--- src/stp_pkg.sv ---
// Shared types, constants and helpers for the sphere-triangle proximity unit.
package stp_pkg;

    localparam int DATA_W      = 32;
    localparam int NORM_W      = 16;
    localparam int RAD_W       = 31;
    localparam int DEN_W       = 23;
    localparam int DIV_STAGES  = DATA_W;
    localparam int D_W         = 27;
    localparam int RECIP_SHIFT = 36;
    localparam int Q_FRAC      = 14;
    localparam int T_SHIFT     = 6;
    localparam int LEN_SHIFT   = 8;
    localparam int NUM_EDGES   = 3;

    // ceil(2^36 / 31): exact quotient for every 31-bit radius.
    localparam logic [DATA_W-1:0] RECIP_31 = 32'd2216757315;

    localparam logic [RAD_W-1:0] RADIUS_RST = 31'd400;
    localparam logic [D_W-1:0]   D_RST      = 27'd12;
    localparam logic [DATA_W-1:0] THR_RST   = 32'd288;

    localparam logic [2:0] DEC_FACE   = 3'd0;
    localparam logic [2:0] DEC_EDGE_R = 3'd1;
    localparam logic [2:0] DEC_EDGE_L = 3'd2;
    localparam logic [2:0] DEC_EDGE_3 = 3'd3;
    localparam logic [2:0] DEC_VERT_A = 3'd4;
    localparam logic [2:0] DEC_VERT_R = 3'd5;
    localparam logic [2:0] DEC_NONE   = 3'd6;

    typedef logic [DATA_W-1:0] word_t;

    typedef struct packed {
        word_t x;
        word_t y;
        word_t z;
    } vec3_t;

    // Projection plane and normal sign chosen for the face test.
    typedef enum logic [2:0] {
        PL_YN,
        PL_YP,
        PL_XP,
        PL_XN,
        PL_ZN,
        PL_ZP
    } plane_t;

    // One edge-side term: a*b + c*d.
    typedef struct packed {
        word_t a;
        word_t b;
        word_t c;
        word_t d;
    } cross_ops_t;

    typedef struct packed {
        cross_ops_t c1;
        cross_ops_t c2;
        cross_ops_t c3;
    } face_ops_t;

    // Item context that travels alongside the edge divisions.
    typedef struct packed {
        vec3_t                p;
        vec3_t                l;
        vec3_t                r;
        vec3_t                dr;
        vec3_t                lr;
        logic [NUM_EDGES-1:0] eok;
        logic [NUM_EDGES-1:0] neg;
        logic                 face;
        logic [2:0]           vnear;
    } ctx_t;

    function automatic vec3_t vsub(vec3_t a, vec3_t b);
        vec3_t o;
        o.x = a.x - b.x;
        o.y = a.y - b.y;
        o.z = a.z - b.z;
        return o;
    endfunction

    function automatic cross_ops_t xop(word_t a, word_t b, word_t c, word_t d);
        cross_ops_t o;
        o.a = a;
        o.b = b;
        o.c = c;
        o.d = d;
        return o;
    endfunction

    // Operand selection for the edge-side terms c1, c2 and c3 of each projection.
    function automatic face_ops_t face_ops(plane_t pl, vec3_t p, vec3_t l, vec3_t r,
                                           vec3_t dl, vec3_t dr, vec3_t rl, vec3_t lr);
        face_ops_t o;
        vec3_t     nl;
        vec3_t     nr;
        nl = vsub('0, l);
        nr = vsub('0, r);
        unique case (pl)
            PL_YN: begin
                o.c1 = xop(p.z, l.x, p.x, nl.z);
                o.c2 = xop(dr.x, r.z, dr.z, nr.x);
                o.c3 = xop(dl.x, lr.z, dl.z, rl.x);
            end
            PL_YP: begin
                o.c1 = xop(dl.x, l.z, dl.z, nl.x);
                o.c2 = xop(p.z, r.x, p.x, nr.z);
                o.c3 = xop(rl.z, dr.x, dr.z, lr.x);
            end
            PL_XP: begin
                o.c1 = xop(dl.z, l.y, dl.y, nl.z);
                o.c2 = xop(p.y, r.z, p.z, nr.y);
                o.c3 = xop(dr.z, rl.y, dr.y, lr.z);
            end
            PL_XN: begin
                o.c1 = xop(p.y, l.z, p.z, nl.y);
                o.c2 = xop(dr.z, r.y, dr.y, nr.z);
                o.c3 = xop(dl.y, rl.z, dl.z, lr.y);
            end
            PL_ZN: begin
                o.c1 = xop(dl.x, l.y, dl.y, nl.x);
                o.c2 = xop(p.y, r.x, p.x, nr.y);
                o.c3 = xop(rl.y, dr.x, dr.y, lr.x);
            end
            PL_ZP: begin
                o.c1 = xop(p.y, l.x, p.x, nl.y);
                o.c2 = xop(dr.x, r.y, dr.y, nr.x);
                o.c3 = xop(dl.y, rl.x, dl.x, lr.y);
            end
            default: begin
                o = '0;
            end
        endcase
        return o;
    endfunction

    function automatic vec3_t edge_d(ctx_t c, int k);
        vec3_t o;
        case (k)
            0:       o = c.p;
            1:       o = c.p;
            default: o = c.dr;
        endcase
        return o;
    endfunction

    function automatic vec3_t edge_e(ctx_t c, int k);
        vec3_t o;
        case (k)
            0:       o = c.r;
            1:       o = c.l;
            default: o = c.lr;
        endcase
        return o;
    endfunction

endpackage

--- src/stp_div.sv ---
// Pipelined restoring divider: one quotient bit per stage, unsigned.
module stp_div
    import stp_pkg::*;
(
    input  logic             aclk,
    input  logic             en,
    input  word_t            dvd_in,
    input  logic [DEN_W-1:0] den_in,
    output word_t            quo_out
);

    logic [DEN_W-1:0] rem_reg  [DIV_STAGES];
    word_t            dvd_reg  [DIV_STAGES];
    word_t            quo_reg  [DIV_STAGES];
    logic [DEN_W-1:0] den_reg  [DIV_STAGES];

    logic [DEN_W-1:0] rem_next [DIV_STAGES];
    word_t            dvd_next [DIV_STAGES];
    word_t            quo_next [DIV_STAGES];
    logic [DEN_W-1:0] den_next [DIV_STAGES];

    always_comb begin
        logic [DEN_W-1:0] rem_src;
        word_t            dvd_src;
        word_t            quo_src;
        logic [DEN_W-1:0] den_src;
        logic [DEN_W:0]   trial;
        logic             ge;
        for (int j = 0; j < DIV_STAGES; j++) begin
            if (j == 0) begin
                rem_src = '0;
                dvd_src = dvd_in;
                quo_src = '0;
                den_src = den_in;
            end else begin
                rem_src = rem_reg[j-1];
                dvd_src = dvd_reg[j-1];
                quo_src = quo_reg[j-1];
                den_src = den_reg[j-1];
            end
            trial       = {rem_src, dvd_src[DATA_W-1]};
            ge          = (trial >= {1'b0, den_src});
            rem_next[j] = ge ? DEN_W'(trial - {1'b0, den_src}) : trial[DEN_W-1:0];
            dvd_next[j] = {dvd_src[DATA_W-2:0], 1'b0};
            quo_next[j] = {quo_src[DATA_W-2:0], ge};
            den_next[j] = den_src;
        end
    end

    always_ff @(posedge aclk) begin
        if (en) begin
            rem_reg <= rem_next;
            dvd_reg <= dvd_next;
            quo_reg <= quo_next;
            den_reg <= den_next;
        end
    end

    assign quo_out = quo_reg[DIV_STAGES-1];

endmodule

--- config.mk ---
export PLATFORM = sky130hd
export DESIGN_NAME = stp_div
export DESIGN_NICKNAME = d
export VERILOG_FILES = /design/src/stp_pkg.sv /design/src/stp_div.sv
export SDC_FILE = /design/constraint.sdc
export NUM_CORES = 2
export LEC_CHECK = 0
export BUFFER_PORTS_ARGS = -buffer_cell sky130_fd_sc_hd__buf_2
export CAP_MARGIN = 20
export CORE_MARGIN = 2
export CORE_UTILIZATION = 30
export CTS_CLUSTER_DIAMETER = 100
export DETAILED_ROUTE_END_ITERATION = 16
export PLACE_DENSITY = 0.55
export SKIP_CTS_REPAIR_TIMING = 1
export SLEW_MARGIN = 20
export SYNTH_ARGS = -nofsm -noshare
export SYNTH_HDL_FRONTEND = slang
export SYNTH_SLANG_ARGS = --single-unit
--- constraint.sdc ---
create_clock -name aclk -period 4.7 [get_ports aclk]
set_clock_uncertainty 0.15 [all_clocks]
set_input_delay 0.94 -clock aclk [delete_from_list [all_inputs] [get_ports aclk]]
set_output_delay 0.94 -clock aclk [all_outputs]
set_load 0.02 [all_outputs]
==> flow_summary.ini <==
[run_status]
status = finished clean

[place]
place_congestion = 0.8820
place.detailed.instances = 14370
detailed_place_hpwl_mm = 180.5
placed_cell_area_um2 = 125400
portBuffers = 88

[synthesis]
async_reset_ff_share_pct = 0
netlist.area_leader.share_pct = 62.33
proportion_of_synthesized_chip_area_in_sequential_cells_pct = 62.33
synth_flop_cell = sky130_fd_sc_hd__edfxtp_1
postSynthNetCount = 9916
netlist-cell-type-count = 97
synthesis.yosys.warnings = 0
synth-seq-cells = 2450
synthesis.instances = 9114
post_synth.cell_area_avg_um2 = 12.95
syn_area_um2 = 118000
synth_edf_count = 2450
synthTopCellsByArea = sky130_fd_sc_hd__edfxtp_1 (62%), sky130_fd_sc_hd__ha_1 (7.6%), sky130_fd_sc_hd__inv_1 (2.9%), sky130_fd_sc_hd__a21oi_1 (2.8%), sky130_fd_sc_hd__xnor2_1 (2.4%)
yosysTopAreaCell = sky130_fd_sc_hd__edfxtp_1

[worst_setup_path]
timing.rr.end = rem_reg[141]
rrSetupSlack_ns = 0.70
cp_data_required_time_ns = 5.17
worst-path-max-fanout = 24
r2r-start = den_next[138]
rr_worst_depth = 12
critical_path.endpoint_type = flop
critPathKind = flop to flop
cp.arrival_ns = 4.47
worstSetupStartpointType = flop

[worst_hold_path]
hp-class = input pin to flop
whs_path_depth = 1
holdPathEnd = den_next[697]
hp-start = den_in[7]

[final_layout]
nNetsFinal = 10260
final_design_area_no_fill_um2 = 134900
multiInputGateArea_um2 = 40300
final.fill_count = 38140
layout.cells.non_filler = 14890
drive_above_1_share_pct = 9.990
regArea_um2 = 73570
layout-area-overhead-vs-synth_pct = 14.28

[grt]
globalRouteTotalUtil_pct = 12.38
grt_pass1_vias = 71580
grt_first_pass_wirelength_mm = 399.2
maximum_number_of_pins_on_one_net_before_global_route_repair = 132
globalRoute.totalOverflow = 0
grt_antenna_before_repair = 4

[power]
power_per_unit_of_standard_cell_area_nw_per_um2 = 665.8
combPwrFrac_pct = 38.0
p_leak_nw = 52.25
p_int_mw = 58.92
switching_share_of_power_pct = 34.38
power_switching_mw = 30.88
p_seq_share_pct = 37.2
irDropWorstVdd_uv = 301.4
share_clk_of_total_power_pct = 24.8
finalPower_mw = 89.80

[sta]
final.setup.tns_ns = 0
setup-violations-final = 0
post-route-period-util_pct = 85.05
max_clock_freq_mhz = 250.2
maxSlewViolCount = 0
final.min_clock_period_ns = 3.998
worst_pin_slew_ns = 1.013
slew-limit-headroom_pct = 31.50
timing_hold_violations_final = 0
unrepaired_setup_endpoints_after_global_routing = false

[floorplanning]
design.portCount = 89
floorplan.die_area_um2 = 398500
floorplan.core_area_um2 = 392000
initial_core_util_pct = 30.11
rows = 230
floorplan.die.width_um = 631.2
die_y_um = 631.2

[clock_tree]
cts_tree = yes
max-clock-path-buffers = 4
clock_latency_late_sink_ns = 0.91
clock_tree_sinks = 2450
cts_bufs_inserted = 293
ctsHtreeMaxLevel = 5
cts-root-buf = sky130_fd_sc_hd__clkbuf_16
clkSlewWorstSetupHoldPaths_ns = 0.06

[detailed_routing]
drt-pass1-iter-count = 5
num_vias = 70940
route.final.wire_length_mm = 253.3
drc = 0
first_iter_violations = 4487
vias_per_cell = 4.764
wl_per_cell_um = 17.01
drtAntennaViolNets = 0

[flow_run]
timing.max_cap.violations = 0
## worst max-delay path by stage
stage                  startpoint           end  slack, ns  cells after the start
finish              den_next[138]  rem_reg[141]       0.70                     12
global route        den_next[138]  rem_reg[141]       0.47                     12
CTS                 den_next[529]  rem_reg[551]       0.71                     12
detailed placement  den_next[138]  rem_reg[141]       0.76                     12
global placement     dvd_reg[255]  rem_reg[140]       0.74                     13
floorplan           den_next[138]  rem_reg[143]       1.28                     13
## layer usage
metal / part of all wire (%) / up-vias / global-route usage, % / wire [um]
li1: - / 34530 / - / -
met5: 0 / - / 0 / 0
met2: 50 / 1406 / 21.80 / 125800
met4: 3.5 / 0 / 4.576 / 8958
met1: 43 / 34510 / 15.38 / 108900
met3: 3.8 / 485 / 1.701 / 9608
## worst max-delay path: stages, from the launching register on
cell,delay (ns)
sky130_fd_sc_hd__edfxtp_1,0.40
sky130_fd_sc_hd__ha_1,0.23
sky130_fd_sc_hd__fa_1,0.41
sky130_fd_sc_hd__nand2b_1,0.19
sky130_fd_sc_hd__a21oi_1,0.16
sky130_fd_sc_hd__o21ai_1,0.12
sky130_fd_sc_hd__a21oi_2,0.31
sky130_fd_sc_hd__o211ai_1,0.17
sky130_fd_sc_hd__a211o_1,0.35
sky130_fd_sc_hd__a2111oi_2,0.36
sky130_fd_sc_hd__or4_1,0.15
sky130_fd_sc_hd__buf_4,0.36
sky130_fd_sc_hd__mux2_2,0.39
## cells in the final DEF (no fill, tap or decap), types with 84 or more instances in the layout
master / n
sky130_fd_sc_hd__buf_4: 84
sky130_fd_sc_hd__nand2b_1: 85
sky130_fd_sc_hd__o21ai_0: 433
sky130_fd_sc_hd__edfxtp_1: 2450
sky130_fd_sc_hd__nor2b_1: 112
sky130_fd_sc_hd__ha_1: 715
sky130_fd_sc_hd__xor2_1: 203
sky130_fd_sc_hd__mux2_2: 250
sky130_fd_sc_hd__xnor2_1: 328
sky130_fd_sc_hd__inv_1: 911
sky130_fd_sc_hd__nand2_1: 473
sky130_fd_sc_hd__buf_2: 87
sky130_fd_sc_hd__clkbuf_16: 301
sky130_fd_sc_hd__nand4_1: 95
sky130_fd_sc_hd__nor3_1: 147
sky130_fd_sc_hd__nand3_1: 108
sky130_fd_sc_hd__o21a_1: 131
sky130_fd_sc_hd__a21oi_1: 659
sky130_fd_sc_hd__nor2_1: 565
sky130_fd_sc_hd__a21o_1: 323
## power groups by stage
stage	Combinational [mW]	Sequential, mW	Clock [mW]
detailed placement	33.7	33.9	0
global placement	33.1	34.0	0
floorplan	26.5	32.3	0
finish	34.1	33.4	22.3
CTS	34.0	33.5	23.3
global route	38.2	33.8	24.0
## cell usage after synthesis (53+ instances only)
cell type,n
sky130_fd_sc_hd__a211oi_1,62
sky130_fd_sc_hd__a21o_1,323
sky130_fd_sc_hd__a21oi_1,659
sky130_fd_sc_hd__a31oi_1,69
sky130_fd_sc_hd__and3_1,58
sky130_fd_sc_hd__buf_2,57
sky130_fd_sc_hd__clkbuf_1,81
sky130_fd_sc_hd__edfxtp_1,2450
sky130_fd_sc_hd__ha_1,715
sky130_fd_sc_hd__inv_1,911
sky130_fd_sc_hd__mux2_2,250
sky130_fd_sc_hd__nand2_1,473
sky130_fd_sc_hd__nand2b_1,85
sky130_fd_sc_hd__nand3_1,108
sky130_fd_sc_hd__nand4_1,95
sky130_fd_sc_hd__nor2_1,569
sky130_fd_sc_hd__nor2b_1,112
sky130_fd_sc_hd__nor3_1,147
sky130_fd_sc_hd__o21a_1,131
sky130_fd_sc_hd__o21ai_0,433
sky130_fd_sc_hd__o21bai_1,82
sky130_fd_sc_hd__o31ai_1,53
sky130_fd_sc_hd__xnor2_1,328
sky130_fd_sc_hd__xor2_1,203
## cell families (layout without fill, tap and decap cells)
group                    after synthesis  in the layout  share of synthesized area, %
buffers and inverters               1076           1632                         3.574
flip-flops                          2450           2450                         62.33
adder cells (fa/ha/maj)              745            745                         8.089
multiplexers                         300            300                         2.889
XOR/XNOR                             531            531                         3.940
AO/OA/AOI/OAI                       2150           2150                         11.63
AND/OR/NAND/NOR                     1862           1862                         7.541
other                                  0              1                             0
## per-stage QoR
stage	hold slack (ns)	utilization (%)	setup WS, ns
detailed placement	0.2545	31.99	0.7565
CTS	-0.06060	34.38	0.7134
global route	0.009104	34.41	0.4709
global placement	0.2503	31.99	0.7363
floorplan	0.2503	-	1.283
finish	0.07658	34.41	0.7025
## final cells by class
cell class,count,share of cell area [%]
Antenna cell,1,0.001855
Clock buffer,358,5.743
Clock inverter,153,1.213
Inverter,919,2.558
Multi-Input combinational cell,5588,29.88
Sequential cell,2450,54.55
Tap cell,5220,4.842
Timing Repair Buffer,202,1.217
No activity file was read; power rests on OpenSTA's default activity.
